--- src/hw/rtl/bvsq_pkg.sv ---
`timescale 1ns / 1ps

package bvsq_pkg;

  // default sample width
  localparam int MV_BITS_DEF = 13;

  // fixed field widths
  localparam int CFG_W      = 13;
  localparam int CFG_IDX_W  = 3;
  localparam int CNT_W      = 3;
  localparam int STREAK_W   = 4;
  localparam int REP_W      = 14;
  localparam int PCT_W      = 8;
  localparam int PCT_Q_W    = 7;
  // (full - empty) * 100 fits in this many bits
  localparam int PCT_NUM_W  = 20;

  localparam logic [STREAK_W-1:0] STREAK_MAX = 4'd15;
  localparam logic [PCT_W-1:0]    PCT_FULL   = 8'd100;
  localparam logic [PCT_W-1:0]    PCT_ZERO   = 8'd0;
  localparam logic [PCT_W-1:0]    PCT_NONE   = 8'hFF;
  localparam logic [REP_W-1:0]    REP_NONE   = 14'h3FFF;

  // register reset values
  localparam logic [CFG_W-1:0]    RST_PLAUSIBLE_FLOOR = 13'd3300;
  localparam logic [CFG_W-1:0]    RST_SUSPECT_DROP    = 13'd300;
  localparam logic [CFG_W-1:0]    RST_AGREE_TOL       = 13'd150;
  localparam logic [STREAK_W-1:0] RST_REQ_AGREE       = 4'd3;
  localparam logic [CFG_W-1:0]    RST_EMPTY           = 13'd3300;
  localparam logic [CFG_W-1:0]    RST_FULL            = 13'd4200;
  localparam logic [CNT_W-1:0]    RST_MAX_SAMPLES     = 3'd5;
  localparam logic [CNT_W-1:0]    RST_NEEDED_PLAUS    = 3'd3;

  typedef enum logic [CFG_IDX_W-1:0] {
    CFG_PLAUSIBLE_FLOOR = 3'd0,
    CFG_SUSPECT_DROP    = 3'd1,
    CFG_AGREE_TOL       = 3'd2,
    CFG_REQ_AGREE       = 3'd3,
    CFG_EMPTY           = 3'd4,
    CFG_FULL            = 3'd5,
    CFG_MAX_SAMPLES     = 3'd6,
    CFG_NEEDED_PLAUS    = 3'd7
  } cfg_idx_t;

  typedef struct packed {
    logic [CFG_W-1:0]    plausible_floor_mv;
    logic [CFG_W-1:0]    suspect_drop_mv;
    logic [CFG_W-1:0]    agree_tolerance_mv;
    logic [STREAK_W-1:0] required_agreements;
    logic [CFG_W-1:0]    empty_mv;
    logic [CFG_W-1:0]    full_mv;
    logic [CNT_W-1:0]    max_samples;
    logic [CNT_W-1:0]    needed_plausible;
  } cfg_t;

  typedef struct packed {
    logic rep_valid;
    logic fresh;
    logic pending;
  } qual_flags_t;

  typedef enum logic [2:0] {
    ST_IDLE,
    ST_MEAN,
    ST_QUAL,
    ST_PCT,
    ST_PDIV,
    ST_OUT
  } state_t;

endpackage

--- src/hw/rtl/bvsq_cfg.sv ---
`timescale 1ns / 1ps

module bvsq_cfg (
  input  logic                                 clk,
  input  logic                                 rst,
  input  logic                                 wr_en,
  input  logic [bvsq_pkg::CFG_IDX_W-1:0]       wr_index,
  input  logic [bvsq_pkg::CFG_W-1:0]           wr_data,
  output bvsq_pkg::cfg_t                       cfg
);

  bvsq_pkg::cfg_idx_t idx;

  assign idx = bvsq_pkg::cfg_idx_t'(wr_index);

  always_ff @(posedge clk) begin
    if (rst) begin
      cfg.plausible_floor_mv  <= bvsq_pkg::RST_PLAUSIBLE_FLOOR;
      cfg.suspect_drop_mv     <= bvsq_pkg::RST_SUSPECT_DROP;
      cfg.agree_tolerance_mv  <= bvsq_pkg::RST_AGREE_TOL;
      cfg.required_agreements <= bvsq_pkg::RST_REQ_AGREE;
      cfg.empty_mv            <= bvsq_pkg::RST_EMPTY;
      cfg.full_mv             <= bvsq_pkg::RST_FULL;
      cfg.max_samples         <= bvsq_pkg::RST_MAX_SAMPLES;
      cfg.needed_plausible    <= bvsq_pkg::RST_NEEDED_PLAUS;
    end else if (wr_en) begin
      unique case (idx)
        bvsq_pkg::CFG_PLAUSIBLE_FLOOR: cfg.plausible_floor_mv <= wr_data;
        bvsq_pkg::CFG_SUSPECT_DROP:    cfg.suspect_drop_mv <= wr_data;
        bvsq_pkg::CFG_AGREE_TOL:       cfg.agree_tolerance_mv <= wr_data;
        bvsq_pkg::CFG_REQ_AGREE:
          cfg.required_agreements <= wr_data[bvsq_pkg::STREAK_W-1:0];
        bvsq_pkg::CFG_EMPTY:           cfg.empty_mv <= wr_data;
        bvsq_pkg::CFG_FULL:            cfg.full_mv <= wr_data;
        bvsq_pkg::CFG_MAX_SAMPLES:
          cfg.max_samples <= wr_data[bvsq_pkg::CNT_W-1:0];
        bvsq_pkg::CFG_NEEDED_PLAUS:
          cfg.needed_plausible <= wr_data[bvsq_pkg::CNT_W-1:0];
      endcase
    end
  end

endmodule

--- src/hw/rtl/bvsq_div.sv ---
`timescale 1ns / 1ps

// bit-serial restoring divider, one dividend bit per cycle
module bvsq_div #(
  parameter int DW = 20,
  parameter int VW = 13
) (
  input  logic          clk,
  input  logic          rst,
  input  logic          start,
  input  logic [DW-1:0] dividend,
  input  logic [VW-1:0] divisor,
  output logic          done,
  output logic [DW-1:0] quotient
);

  localparam int CNTW = $clog2(DW + 1);

  logic [VW-1:0]   rem;
  logic [DW-1:0]   quo;
  logic [VW-1:0]   dsr;
  logic [CNTW-1:0] cnt;
  logic            busy;
  logic [VW:0]     trial;
  logic [VW:0]     trial_sub;
  logic            trial_ge;

  assign trial     = {rem, quo[DW-1]};
  assign trial_ge  = trial >= {1'b0, dsr};
  assign trial_sub = trial - {1'b0, dsr};
  assign quotient  = quo;

  always_ff @(posedge clk) begin
    if (rst) begin
      busy <= 1'b0;
      done <= 1'b0;
      cnt  <= '0;
    end else begin
      done <= busy && (cnt == CNTW'(1));
      if (start) begin
        busy <= 1'b1;
        cnt  <= CNTW'(DW);
      end else if (busy) begin
        cnt <= cnt - CNTW'(1);
        if (cnt == CNTW'(1)) begin
          busy <= 1'b0;
        end
      end
    end
  end

  always_ff @(posedge clk) begin
    if (start) begin
      rem <= '0;
      quo <= dividend;
      dsr <= divisor;
    end else if (busy) begin
      rem <= trial_ge ? trial_sub[VW-1:0] : trial[VW-1:0];
      quo <= {quo[DW-2:0], trial_ge};
    end
  end

endmodule

--- src/hw/rtl/bvsq_qual.sv ---
`timescale 1ns / 1ps

// confirmed / pending drop tracking
module bvsq_qual #(
  parameter int MV_BITS = bvsq_pkg::MV_BITS_DEF
) (
  input  logic                      clk,
  input  logic                      rst,
  input  logic                      apply,
  input  logic                      raw_valid,
  input  logic [MV_BITS-1:0]        raw_mv,
  input  bvsq_pkg::cfg_t            cfg,
  output logic [MV_BITS-1:0]        rep_mv,
  output bvsq_pkg::qual_flags_t     flags
);

  localparam int CW = (MV_BITS > bvsq_pkg::CFG_W) ? MV_BITS : bvsq_pkg::CFG_W;
  localparam int WW = CW + 2;

  logic                          conf_valid;
  logic [MV_BITS-1:0]            conf_mv;
  logic                          pend_valid;
  logic [MV_BITS-1:0]            pend_mv;
  logic [bvsq_pkg::STREAK_W-1:0] streak;

  logic                          conf_valid_next;
  logic [MV_BITS-1:0]            conf_mv_next;
  logic                          pend_valid_next;
  logic [MV_BITS-1:0]            pend_mv_next;
  logic [bvsq_pkg::STREAK_W-1:0] streak_next;

  logic signed [WW-1:0]          drop;
  logic signed [WW-1:0]          drop_limit;
  logic                          drop_small;
  logic [MV_BITS-1:0]            abs_diff;
  logic                          agree;
  logic [bvsq_pkg::STREAK_W-1:0] streak_inc;
  logic                          confirm_late;

  assign drop       = $signed(WW'(conf_mv)) - $signed(WW'(raw_mv));
  assign drop_limit = $signed(WW'(cfg.suspect_drop_mv));
  assign drop_small = !conf_valid || (drop < drop_limit);
  assign abs_diff   = (raw_mv >= pend_mv) ? (raw_mv - pend_mv) : (pend_mv - raw_mv);
  assign agree      = pend_valid && (CW'(abs_diff) < CW'(cfg.agree_tolerance_mv));
  assign streak_inc = !agree ? bvsq_pkg::STREAK_W'(1) :
                      (streak == bvsq_pkg::STREAK_MAX) ? streak :
                      streak + bvsq_pkg::STREAK_W'(1);
  assign confirm_late = streak_inc >= cfg.required_agreements;

  always_comb begin
    conf_valid_next = conf_valid;
    conf_mv_next    = conf_mv;
    pend_valid_next = pend_valid;
    pend_mv_next    = pend_mv;
    streak_next     = streak;
    rep_mv          = conf_mv;
    flags.rep_valid = conf_valid;
    flags.fresh     = 1'b0;
    if (raw_valid) begin
      if (drop_small || confirm_late) begin
        conf_valid_next = 1'b1;
        conf_mv_next    = raw_mv;
        pend_valid_next = 1'b0;
        streak_next     = '0;
        rep_mv          = raw_mv;
        flags.rep_valid = 1'b1;
        flags.fresh     = 1'b1;
      end else begin
        // suspect drop: either agrees with pending or restarts it
        pend_valid_next = 1'b1;
        pend_mv_next    = agree ? pend_mv : raw_mv;
        streak_next     = streak_inc;
      end
    end
    flags.pending = pend_valid_next;
  end

  always_ff @(posedge clk) begin
    if (rst) begin
      conf_valid <= 1'b0;
      pend_valid <= 1'b0;
      streak     <= '0;
    end else if (apply) begin
      conf_valid <= conf_valid_next;
      pend_valid <= pend_valid_next;
      streak     <= streak_next;
    end
  end

  always_ff @(posedge clk) begin
    if (apply) begin
      conf_mv <= conf_mv_next;
      pend_mv <= pend_mv_next;
    end
  end

endmodule

--- src/hw/rtl/battery_voltage_sag_qualifier.sv ---
`timescale 1ns / 1ps

// channel   dir  handshake              payload
// s_*       in   s_tvalid / s_tready    s_tdata: sample_mv
// m_*       out  m_tvalid / m_tready    m_tdata: reported_mv, percent,
//                                                newly_confirmed, drop_pending
// cfg_*     in   cfg_valid / cfg_ready  cfg_index, cfg_data
//
// a sample that does not close a measurement leaves the sequencer in the idle state.
// a closing sample runs the sequencer through the shared bit-serial divider:
// one pass for the mean and one for the percentage; a measurement without
// plausible samples skips the first pass, and percent outside the span skips the second.
// s_tready is high only in the idle state; a finished item waits in the output
// register, and a stalled m_tready holds the sequencer before it returns to idle.
// rst is synchronous; cfg_ready is always high.
module battery_voltage_sag_qualifier #(
  parameter int MV_BITS = bvsq_pkg::MV_BITS_DEF
) (
  input  logic                                clk,
  input  logic                                rst,
  input  logic                                s_tvalid,
  output logic                                s_tready,
  input  logic [((MV_BITS + 7) / 8) * 8-1:0]  s_tdata,   // sample_mv
  output logic                                m_tvalid,
  input  logic                                m_tready,
  // reported_mv[13:0], percent[21:14], newly_confirmed[22], drop_pending[23]
  output logic [23:0]                         m_tdata,
  input  logic                                cfg_valid,
  output logic                                cfg_ready,
  input  logic [bvsq_pkg::CFG_IDX_W-1:0]      cfg_index,
  input  logic [bvsq_pkg::CFG_W-1:0]          cfg_data
);

  localparam int SUMW = MV_BITS + 3;
  localparam int DW   = (SUMW > bvsq_pkg::PCT_NUM_W) ? SUMW : bvsq_pkg::PCT_NUM_W;
  localparam int CW   = (MV_BITS > bvsq_pkg::CFG_W) ? MV_BITS : bvsq_pkg::CFG_W;
  localparam int EW   = (MV_BITS > bvsq_pkg::REP_W) ? MV_BITS : bvsq_pkg::REP_W;

  bvsq_pkg::cfg_t        cfg;
  bvsq_pkg::state_t      state;
  bvsq_pkg::state_t      state_next;
  bvsq_pkg::qual_flags_t qflags;

  // measurement accumulation
  logic [bvsq_pkg::CNT_W-1:0] sample_count;
  logic [bvsq_pkg::CNT_W-1:0] plausible_count;
  logic [SUMW-1:0]            plausible_sum;
  logic                       best_valid;
  logic [MV_BITS-1:0]         best_sample;

  logic [MV_BITS-1:0]         smp;
  logic                       smp_nz;
  logic                       smp_plaus;
  logic                       best_take;
  logic [bvsq_pkg::CNT_W-1:0] sc_next;
  logic [bvsq_pkg::CNT_W-1:0] pc_next;
  logic [SUMW-1:0]            sum_next;
  logic                       close;
  logic                       in_acc;

  // per measurement result
  logic                       raw_valid;
  logic [MV_BITS-1:0]         raw_mv;
  logic [MV_BITS-1:0]         qual_mv;
  logic                       rep_valid;
  logic [MV_BITS-1:0]         rep_mv;
  logic                       rep_fresh;
  logic                       rep_pend;
  logic [bvsq_pkg::PCT_W-1:0] pct;

  logic                       rep_ge_full;
  logic                       rep_le_empty;
  logic                       pct_need_div;
  logic [CW-1:0]              pct_span;
  logic [DW-1:0]              pct_num;
  logic [bvsq_pkg::CFG_W-1:0] pct_den;
  logic [EW-1:0]              rep_ext;

  // shared divider
  logic                       div_start;
  logic [DW-1:0]              div_dividend;
  logic [bvsq_pkg::CFG_W-1:0] div_divisor;
  logic                       div_done;
  logic [DW-1:0]              div_quo;

  logic                       qual_apply;
  logic                       out_free;
  logic                       out_load;

  logic [bvsq_pkg::REP_W-1:0] out_mv;
  logic [bvsq_pkg::PCT_W-1:0] out_pct;
  logic                       out_fresh;
  logic                       out_pend;

  assign cfg_ready = 1'b1;
  assign m_tdata   = {out_pend, out_fresh, out_pct, out_mv};

  bvsq_cfg u_cfg (
    .clk      (clk),
    .rst      (rst),
    .wr_en    (cfg_valid && cfg_ready),
    .wr_index (cfg_index),
    .wr_data  (cfg_data),
    .cfg      (cfg)
  );

  bvsq_div #(
    .DW (DW),
    .VW (bvsq_pkg::CFG_W)
  ) u_div (
    .clk      (clk),
    .rst      (rst),
    .start    (div_start),
    .dividend (div_dividend),
    .divisor  (div_divisor),
    .done     (div_done),
    .quotient (div_quo)
  );

  bvsq_qual #(
    .MV_BITS (MV_BITS)
  ) u_qual (
    .clk       (clk),
    .rst       (rst),
    .apply     (qual_apply),
    .raw_valid (raw_valid),
    .raw_mv    (raw_mv),
    .cfg       (cfg),
    .rep_mv    (qual_mv),
    .flags     (qflags)
  );

  // sample bookkeeping
  assign smp       = s_tdata[MV_BITS-1:0];
  assign smp_nz    = |smp;
  assign smp_plaus = smp_nz && (CW'(smp) >= CW'(cfg.plausible_floor_mv));
  assign best_take = smp_nz && (!best_valid || (smp > best_sample));
  assign sc_next   = sample_count + bvsq_pkg::CNT_W'(1);
  assign pc_next   = plausible_count + bvsq_pkg::CNT_W'(smp_plaus);
  assign sum_next  = plausible_sum + (smp_plaus ? SUMW'(smp) : SUMW'(0));
  assign close     = !((sc_next < cfg.max_samples) && (pc_next < cfg.needed_plausible));
  assign in_acc    = s_tvalid && s_tready;

  // percent path
  assign rep_ge_full  = CW'(rep_mv) >= CW'(cfg.full_mv);
  assign rep_le_empty = CW'(rep_mv) <= CW'(cfg.empty_mv);
  assign pct_need_div = rep_valid && !rep_ge_full && !rep_le_empty;
  assign pct_span     = CW'(rep_mv) - CW'(cfg.empty_mv);
  assign pct_num      = DW'(pct_span[bvsq_pkg::CFG_W-1:0]) * DW'(bvsq_pkg::PCT_FULL);
  assign pct_den      = cfg.full_mv - cfg.empty_mv;
  assign rep_ext      = EW'(rep_mv);

  assign out_free = !m_tvalid || m_tready;

  always_comb begin
    state_next = state;
    unique case (state)
      bvsq_pkg::ST_IDLE: begin
        if (in_acc && close) begin
          state_next = (pc_next != '0) ? bvsq_pkg::ST_MEAN : bvsq_pkg::ST_QUAL;
        end
      end
      bvsq_pkg::ST_MEAN: begin
        if (div_done) begin
          state_next = bvsq_pkg::ST_QUAL;
        end
      end
      bvsq_pkg::ST_QUAL: state_next = bvsq_pkg::ST_PCT;
      bvsq_pkg::ST_PCT: begin
        state_next = pct_need_div ? bvsq_pkg::ST_PDIV : bvsq_pkg::ST_OUT;
      end
      bvsq_pkg::ST_PDIV: begin
        if (div_done) begin
          state_next = bvsq_pkg::ST_OUT;
        end
      end
      bvsq_pkg::ST_OUT: begin
        if (out_free) begin
          state_next = bvsq_pkg::ST_IDLE;
        end
      end
    endcase
  end

  always_comb begin
    s_tready     = 1'b0;
    div_start    = 1'b0;
    qual_apply   = 1'b0;
    out_load     = 1'b0;
    div_dividend = DW'(sum_next);
    div_divisor  = bvsq_pkg::CFG_W'(pc_next);
    unique case (state)
      bvsq_pkg::ST_IDLE: begin
        s_tready  = 1'b1;
        div_start = in_acc && close && (pc_next != '0);
      end
      bvsq_pkg::ST_MEAN: ;
      bvsq_pkg::ST_QUAL: qual_apply = 1'b1;
      bvsq_pkg::ST_PCT: begin
        div_start    = pct_need_div;
        div_dividend = pct_num;
        div_divisor  = pct_den;
      end
      bvsq_pkg::ST_PDIV: ;
      bvsq_pkg::ST_OUT: out_load = out_free;
    endcase
  end

  always_ff @(posedge clk) begin
    if (rst) begin
      state <= bvsq_pkg::ST_IDLE;
    end else begin
      state <= state_next;
    end
  end

  always_ff @(posedge clk) begin
    if (rst) begin
      sample_count    <= '0;
      plausible_count <= '0;
      plausible_sum   <= '0;
      best_valid      <= 1'b0;
    end else if (in_acc) begin
      if (close) begin
        sample_count    <= '0;
        plausible_count <= '0;
        plausible_sum   <= '0;
        best_valid      <= 1'b0;
      end else begin
        sample_count    <= sc_next;
        plausible_count <= pc_next;
        plausible_sum   <= sum_next;
        best_valid      <= best_valid || best_take;
      end
    end
  end

  always_ff @(posedge clk) begin
    if (in_acc && best_take) begin
      best_sample <= smp;
    end
  end

  always_ff @(posedge clk) begin
    if (in_acc && close) begin
      // without plausible samples the best sample stands in
      raw_valid <= best_valid || best_take;
      raw_mv    <= best_take ? smp : best_sample;
    end else if (state == bvsq_pkg::ST_MEAN && div_done) begin
      raw_valid <= 1'b1;
      raw_mv    <= div_quo[MV_BITS-1:0];
    end
  end

  always_ff @(posedge clk) begin
    if (qual_apply) begin
      rep_valid <= qflags.rep_valid;
      rep_mv    <= qual_mv;
      rep_fresh <= qflags.fresh;
      rep_pend  <= qflags.pending;
    end
    if (state == bvsq_pkg::ST_PCT) begin
      priority if (!rep_valid) begin
        pct <= bvsq_pkg::PCT_NONE;
      end else if (rep_ge_full) begin
        pct <= bvsq_pkg::PCT_FULL;
      end else begin
        pct <= bvsq_pkg::PCT_ZERO;
      end
    end else if (state == bvsq_pkg::ST_PDIV && div_done) begin
      pct <= {1'b0, div_quo[bvsq_pkg::PCT_Q_W-1:0]};
    end
  end

  always_ff @(posedge clk) begin
    if (rst) begin
      m_tvalid <= 1'b0;
    end else if (out_load) begin
      m_tvalid <= 1'b1;
    end else if (m_tready) begin
      m_tvalid <= 1'b0;
    end
  end

  always_ff @(posedge clk) begin
    if (out_load) begin
      out_mv    <= rep_valid ? rep_ext[bvsq_pkg::REP_W-1:0] : bvsq_pkg::REP_NONE;
      out_pct   <= pct;
      out_fresh <= rep_fresh;
      out_pend  <= rep_pend;
    end
  end

`ifndef ASSERT_OFF
  a_pct_range: assert property (@(posedge clk) disable iff (rst)
    m_tvalid |-> (m_tdata[21:14] == bvsq_pkg::PCT_NONE) ||
                 (m_tdata[21:14] <= bvsq_pkg::PCT_FULL))
    else $error("percent out of range");

  a_pct_none: assert property (@(posedge clk) disable iff (rst)
    state == bvsq_pkg::ST_OUT |-> rep_valid == (pct != bvsq_pkg::PCT_NONE))
    else $error("percent none does not match missing voltage");

  a_fresh_pend: assert property (@(posedge clk) disable iff (rst)
    m_tvalid |-> !(m_tdata[22] && m_tdata[23]))
    else $error("confirmed item still shows a pending drop");

  a_div_done: assert property (@(posedge clk) disable iff (rst)
    div_done |-> (state == bvsq_pkg::ST_MEAN) || (state == bvsq_pkg::ST_PDIV))
    else $error("divider finished outside a divide state");

  a_load_ready: assert property (@(posedge clk) disable iff (rst)
    (state == bvsq_pkg::ST_QUAL) |=> (state == bvsq_pkg::ST_PCT) && !s_tready)
    else $error("sequencer left qualify step early");
`endif

endmodule

--- config.mk ---
export PLATFORM = sky130hd
export DESIGN_NAME = battery_voltage_sag_qualifier
export DESIGN_NICKNAME = d
export VERILOG_FILES = /design/src/hw/rtl/bvsq_pkg.sv /design/src/hw/rtl/bvsq_cfg.sv /design/src/hw/rtl/bvsq_div.sv /design/src/hw/rtl/bvsq_qual.sv /design/src/hw/rtl/battery_voltage_sag_qualifier.sv
export SDC_FILE = /design/constraint.sdc
export NUM_CORES = 1
export LEC_CHECK = 0
export CORE_MARGIN = 3
export CORE_UTILIZATION = 30
export DETAILED_ROUTE_END_ITERATION = 8
export DONT_BUFFER_PORTS = 1
export PLACE_DENSITY = 0.48
export SYNTH_ARGS = -nofsm -noshare
export SYNTH_HDL_FRONTEND = slang
export SYNTH_HIERARCHICAL = 1
export SYNTH_SLANG_ARGS = --single-unit
export TNS_END_PERCENT = 1
--- constraint.sdc ---
create_clock -name clk -period 12.79 [get_ports clk]
set_clock_uncertainty 0.05 [all_clocks]
set_input_delay 1.279 -clock clk [delete_from_list [all_inputs] [get_ports clk]]
set_output_delay 1.279 -clock clk [all_outputs]
set_load 0.005 [all_outputs]
* Word level (Yosys, flattened, before mapping) *
Cells that the tools add are included.

operators by class
  add/sub/neg operators = 11
  equal/unequal tests = 18
  bitwise logic cells = 2
  multiply operators = 1
  reductions and logical operators = 45
  mux-type cells = 46
  magnitude comparators = 11

operators by type and width
  operator                                            count
  2-to-1 mux 13 bit                                   6
  subtractor 13 bit                                   5
  2-to-1 mux 20 bit                                   3
  >= comparator 13 bit                                3
  2-to-1 mux 8 bit                                    3
  2-to-1 mux 3 bit                                    7
  == test 3 bit, second input constant                6
  multiplier 13 x 5 -> 18 bit, second input constant  1
  one-hot mux 3 bit (6 select lines)                  1
  AND reduction 2 bit                                 9
  adder 16 x 13 -> 16 bit                             1
  2-to-1 mux 16 bit                                   1
  less-than comparator 15 x 14 -> 1 bit               1
  >= comparator 14 x 13 -> 1 bit                      1
  2-to-1 mux 1 bit                                    14
  2-to-1 mux 14 bit                                   1
  subtractor 13 x 13 -> 14 bit                        1
  > comparator 13 bit                                 1
  <= comparator 13 bit                                1
  logical AND 1 bit                                   13
  less-than comparator 13 bit                         1
  OR reduction 13 bit                                 1
  == test 3 x 2 -> 1 bit, second input constant       4
  2-to-1 mux 4 bit                                    3
  24 further kinds                                    46

storage, ports and cells
  flip-flop bits (word level) = 249

* Logic depth before layout (Yosys ltp) *
  word-level depth = 10
  gate-level depth with buffers = 26
  depth with buffers taken out = 25

* By module *
Netlist, hierarchy kept.

by module, submodules not included
  module                         sequential area each (um2)  cells each  times used  area an instance (um2)
  battery_voltage_sag_qualifier  2792.7                      951         1           8557.0
  bvsq_qual                      900.9                       428         1           3784.9
  bvsq_cfg                       1501.4                      285         1           3012.9
  bvsq_div                       1391.3                      244         1           2831.5

* Worst setup path after synthesis *
Ideal clock, no wire load.

  kind = reg2reg
  start point = register raw_mv[3]
  end point = register u_qual.pend_mv[0] (enable)
  slack = 6.721 ns
  stages on the path, launching flop included = 25
  data arrival time = 5.620 ns
  clock period less this slack = 6.069 ns
  buffers on the path = 2
  path through = edfxtp_1 > inv_1 > ha_1 > clkbuf_1 > nand3_1 > a21oi_1 > nor4b_1 > o31ai_1 > o21a_1 > buf_2 > mux2i_1 > xor2_1 > ha_1 > a21o_1 > a211o_1 > a211oi_1 > a21oi_1 > nor2_1 > ha_1 > nand2b_1 > a21o_1 > a21o_1 > a21oi_1 > o311ai_4 > nor3_1

on the way
  longest elaborated chain between the ends = 9
  elaborated cells on any way between the ends = 15

RTL lines
  what                                                       RTL line                              source
  start: declaration                                         battery_voltage_sag_qualifier.sv:63   logic [MV_BITS-1:0] raw_mv;
  start signal: assignment                                   battery_voltage_sag_qualifier.sv:248  raw_mv <= best_take ? smp : best_sample;
  start signal: assignment                                   battery_voltage_sag_qualifier.sv:251  raw_mv <= div_quo[MV_BITS-1:0];
  subtractor 13 bit or >= comparator 13 bit (tied branches)  bvsq_qual.sv:43                       assign abs_diff = (raw_mv >= pend_mv) ? (raw_mv - pend_mv) : (pend_mv - raw_mv);
  2-to-1 mux 13 bit                                          bvsq_qual.sv:43
  less-than comparator 13 bit                                bvsq_qual.sv:44                       assign agree = pend_valid && (CW'(abs_diff) < CW'(cfg.agree_tolerance_mv));
  logical AND 1 bit                                          bvsq_qual.sv:44
  2-to-1 mux 4 bit                                           bvsq_qual.sv:45                       assign streak_inc = !agree ? bvsq_pkg::STREAK_W'(1) :
  >= comparator 4 bit                                        bvsq_qual.sv:48                       assign confirm_late = streak_inc >= cfg.required_agreements;
  logical OR 1 bit                                           bvsq_qual.sv:60                       if (drop_small || confirm_late) begin
  NOT 1 bit (no line)                                        --
  AND reduction 4 bit (no line) (*)                          --
  end signal: assignment                                     bvsq_qual.sv:93                       pend_mv <= pend_mv_next;
  end: declaration                                           bvsq_qual.sv:23                       logic [MV_BITS-1:0] pend_mv;

Mark *: on every way between the ends. The rest lies on a longest branch, timed or not.
A chain may end at the register's enable or synchronous reset.

==> results.sh <==
export IMPL_hpwl_um=38300
export IMPL_period_needed_ns=6.90
export IMPL_reg2regPathDepth=23
export IMPL_grt_max_degree=152
export IMPL_insertion_delay_ns=0.58
export IMPL_p_int_uw=1810
export IMPL_globalplace_congestion=0.853
export IMPL_setup_slack_ns=5.89
export IMPL_grt_total_usage=0.155
export IMPL_synth_edf_count=134
export IMPL_crit_path_end_kind="flop"
export IMPL_path_depth=23
export IMPL_firstDrtPassIters=5
export IMPL_critPathMaxStageDelay_ns=0.73
export IMPL_ys_async_sr_fraction=0
export IMPL_cp_start_kind="flop"
export IMPL_share_seq_of_total_power=0.368
export IMPL_wl_per_cell_um=18.8
export IMPL_grt_pass1_vias=13073
export IMPL_cts_buffers=31
export IMPL_drtAntennaViolNets=0
export IMPL_cts_root_buf="clkbuf_16"
export IMPL_power_switching_uw=861
export IMPL_synth_nets=2169
export IMPL_worst_setup_path_type="flop to flop"
export IMPL_hold_worst_slack_ns=0.368
export IMPL_synthesis_instances=1908
export IMPL_status="finished, final reports clean"
export IMPL_crit_end="u_qual/conf_mv[1]"
export IMPL_worstHoldPathCells=0
export IMPL_worst_pin_slew_ns=0.946
export IMPL_synthFlopType="edfxtp_1"
export IMPL_start_util=0.306
export IMPL_grt_pass1_wl_um=77300
export IMPL_crit_fanout=14
export IMPL_leakagePower_uw=0.00852
export IMPL_fp_dieArea_mm2=0.0636
export IMPL_fin_crit_sh=0.539
export IMPL_final_common_cell="ha_1"
export IMPL_synth_cell_types=90
export IMPL_yosysWarnings=6
export IMPL_final_hold_viol_count=0
export IMPL_clk_pin_slew_ns=0.06
export IMPL_maxCapViolCount=0
export IMPL_ys_ff_latch=262
export IMPL_portBuffers=0
export IMPL_combPwrFrac=0.294
export IMPL_ys_seq_area_frac=0.362
export IMPL_pre_cts_slack_ns=5.52
export IMPL_power_frac_clock=0.338
export IMPL_syn_avg_cell_area_um2=9.53
export IMPL_layout_common_cells="ha_1 (209), inv_1 (182), nor2_1 (158), edfxtp_1 (134), dfxtp_1 (128)"
export IMPL_cts_tree="yes"
export IMPL_min_path_type="flop to flop"
export IMPL_arrival_ns=7.17
export IMPL_crit_family="compound AO/OA/AOI/OAI gates"
export IMPL_num_rows=89
export IMPL_via_count=13368
export IMPL_rsz0062_at_grt="false"
export IMPL_path_cells="inv_1 > ha_1 > and3_1 > or2_2 > o22ai_1 > o31ai_1 > o21a_1 > mux2i_1 > xnor2_1 > ha_1 > a211oi_1 > o21ai_0 > a211oi_1 > a21oi_1 > nor2_1 > ha_1 > nand2b_1 > a21o_1 > a21o_1 > a21oi_1 > o311ai_4 > nand2_4 > mux2_2"
export IMPL_coreArea_mm2=0.0595
export IMPL_clock_path_buffers=3
export IMPL_drtIter0Drc=808
export IMPL_hold_start="pct[6]"
export IMPL_post_cts_resized=0
export IMPL_grt_ovfl_total=0
export IMPL_n_fill_cell=6179
export IMPL_drc=0
export IMPL_syn_area_mm2=0.0182
export IMPL_final_layout_size_suffix_gt1_frac=0.0685
export IMPL_num_nets_final=2134
export IMPL_antenna_cells=0
export IMPL_post_cts_repair_setup_buffers=0
export IMPL_antenna_found_initial=3
export IMPL_ctsHoldBuffers=0
export IMPL_via_per_inst=5.01
export IMPL_timing_rr_end="u_qual/conf_mv[1]"
export IMPL_htree_levels=1
export IMPL_max_freq_mhz=145
export IMPL_synthToLayoutAreaGrowth_pct=9.59
export IMPL_crit_buf_inv=1
export IMPL_power_density_mw_per_mm2=134
export IMPL_crit_top_cell="ha_1"
export IMPL_r2r_start="raw_mv[7]"
export IMPL_r2r_slack_ns=5.89
export IMPL_die_y_um=252
export IMPL_cp_startpoint="raw_mv[7]"
export IMPL_clock_sink_count=262
export IMPL_io_pin_count=64
export IMPL_die_x_um=252
export IMPL_drt_total_wl_um=50300
export IMPL_fin_area_mm2=0.0199
export IMPL_critPathSlowestCell="a21oi_1"
export IMPL_swShare=0.323
export IMPL_fin_total_pwr_uw=2670
export IMPL_tns_ns=0
export IMPL_slew_viol_final=0
export IMPL_max_slew_margin_rel=0.369
export IMPL_finalSetupViolCount=0
export IMPL_cp_required_ns=13.06
export IMPL_vdd_drop_max_mv=0.0991
export IMPL_dpl_cell_area_mm2=0.0189
## how the worst min path moves through the flow
| stage | end | slack, ns |
|---|---|---|
| after floorplan | out_fresh | 0.35 |
| after global placement | out_pct[6] | 0.36 |
| after detailed placement | out_pct[0] | 0.36 |
| after CTS | out_pct[6] | 0.37 |
| after global routing | out_pct[6] | 0.38 |
| final | out_pct[6] | 0.37 |
## final cells by class
cell class	count	area, µm²	share of cell area
clock buffer	50	1010	0.0509
clock inverter	7	36.3	0.00182
inverter	182	683	0.0343
multi-input combinational	1382	10500	0.529
sequential	262	6590	0.330
tap	773	967	0.0485
timing repair buffer	14	105	0.00527
## sequential cells by signal, indices dropped and copies added, names as in the netlist, 5 cells and up
name,count
rep_mv,13
best_sample,13
plausible_sum,16
u_div/rem,13
u_qual/pend_mv,13
raw_mv,13
pct,8
u_div/cnt,5
u_div/quotient,20
u_qual/conf_mv,13
u_div/dsr,13
out_mv,14
out_pct,8
u_cfg/cfg,75
## cells by family after synthesis
logic type / after synthesis / synth area share
xor gates and xnor gates: 82 / 0.0395
buffers and inverters: 264 / 0.0604
and+or+nand+nor: 563 / 0.159
muxes: 134 / 0.0778
DFF: 262 / 0.362
other: 1 / 0.000206
adders and majority gates: 224 / 0.160
AOI/OAI and AO/OA: 378 / 0.141
## metal layers
layer	track usage	up-vias	wire, µm
met5	0	-	0
met4	0.0335	0	1110
met3	0.0244	54	1830
met2	0.246	213	22200
met1	0.223	6411	25200
li1	-	6690	-
## cells in the mapped netlist, types with 25 or more instances
cell type | count | share of area
nand2b_1 | 99 | 0.034
mux2_2 | 27 | 0.017
a21o_1 | 46 | 0.019
mux2i_1 | 99 | 0.054
clkbuf_1 | 48 | 0.0099
a211oi_1 | 25 | 0.010
xor2_1 | 38 | 0.018
xnor2_1 | 44 | 0.021
dfxtp_1 | 128 | 0.14
nor3_1 | 29 | 0.0080
nand2_1 | 103 | 0.021
o21ai_0 | 60 | 0.017
nor2_1 | 158 | 0.033
inv_1 | 182 | 0.038
nand3_1 | 44 | 0.012
a21oi_1 | 104 | 0.029
edfxtp_1 | 134 | 0.22
ha_1 | 209 | 0.14
## worst register-to-register path, stage by stage (launching register included)
cell	delay, ns
edfxtp_1	0.51
inv_1	0.15
ha_1	0.43
and3_1	0.22
or2_2	0.11
o22ai_1	0.07
o31ai_1	0.42
o21a_1	0.53
mux2i_1	0.29
xnor2_1	0.11
ha_1	0.30
a211oi_1	0.06
o21ai_0	0.35
a211oi_1	0.09
a21oi_1	0.73
nor2_1	0.12
ha_1	0.29
nand2b_1	0.14
a21o_1	0.18
a21o_1	0.19
a21oi_1	0.31
o311ai_4	0.26
nand2_4	0.31
mux2_2	0.42
## stage by stage
step | util | cells
after floorplan | - | 1908
after global placement | 0.317 | 2613
after detailed placement | 0.317 | 2613
after CTS | 0.335 | 2670
after global routing | 0.335 | 2670
final | 0.335 | 2670
## power groups by stage
| stage | combinational [µW] | clock, µW | sequential [µW] |
|---|---|---|---|
| final | 785 | 901 | 982 |
| after global routing | 884 | 961 | 989 |
| after detailed placement | 778 | 0 | 1000 |
| after floorplan | 625 | 0 | 980 |
| after global placement | 770 | 0 | 1000 |
| after CTS | 785 | 928 | 982 |
No activity file was read; power rests on OpenSTA's default activity.
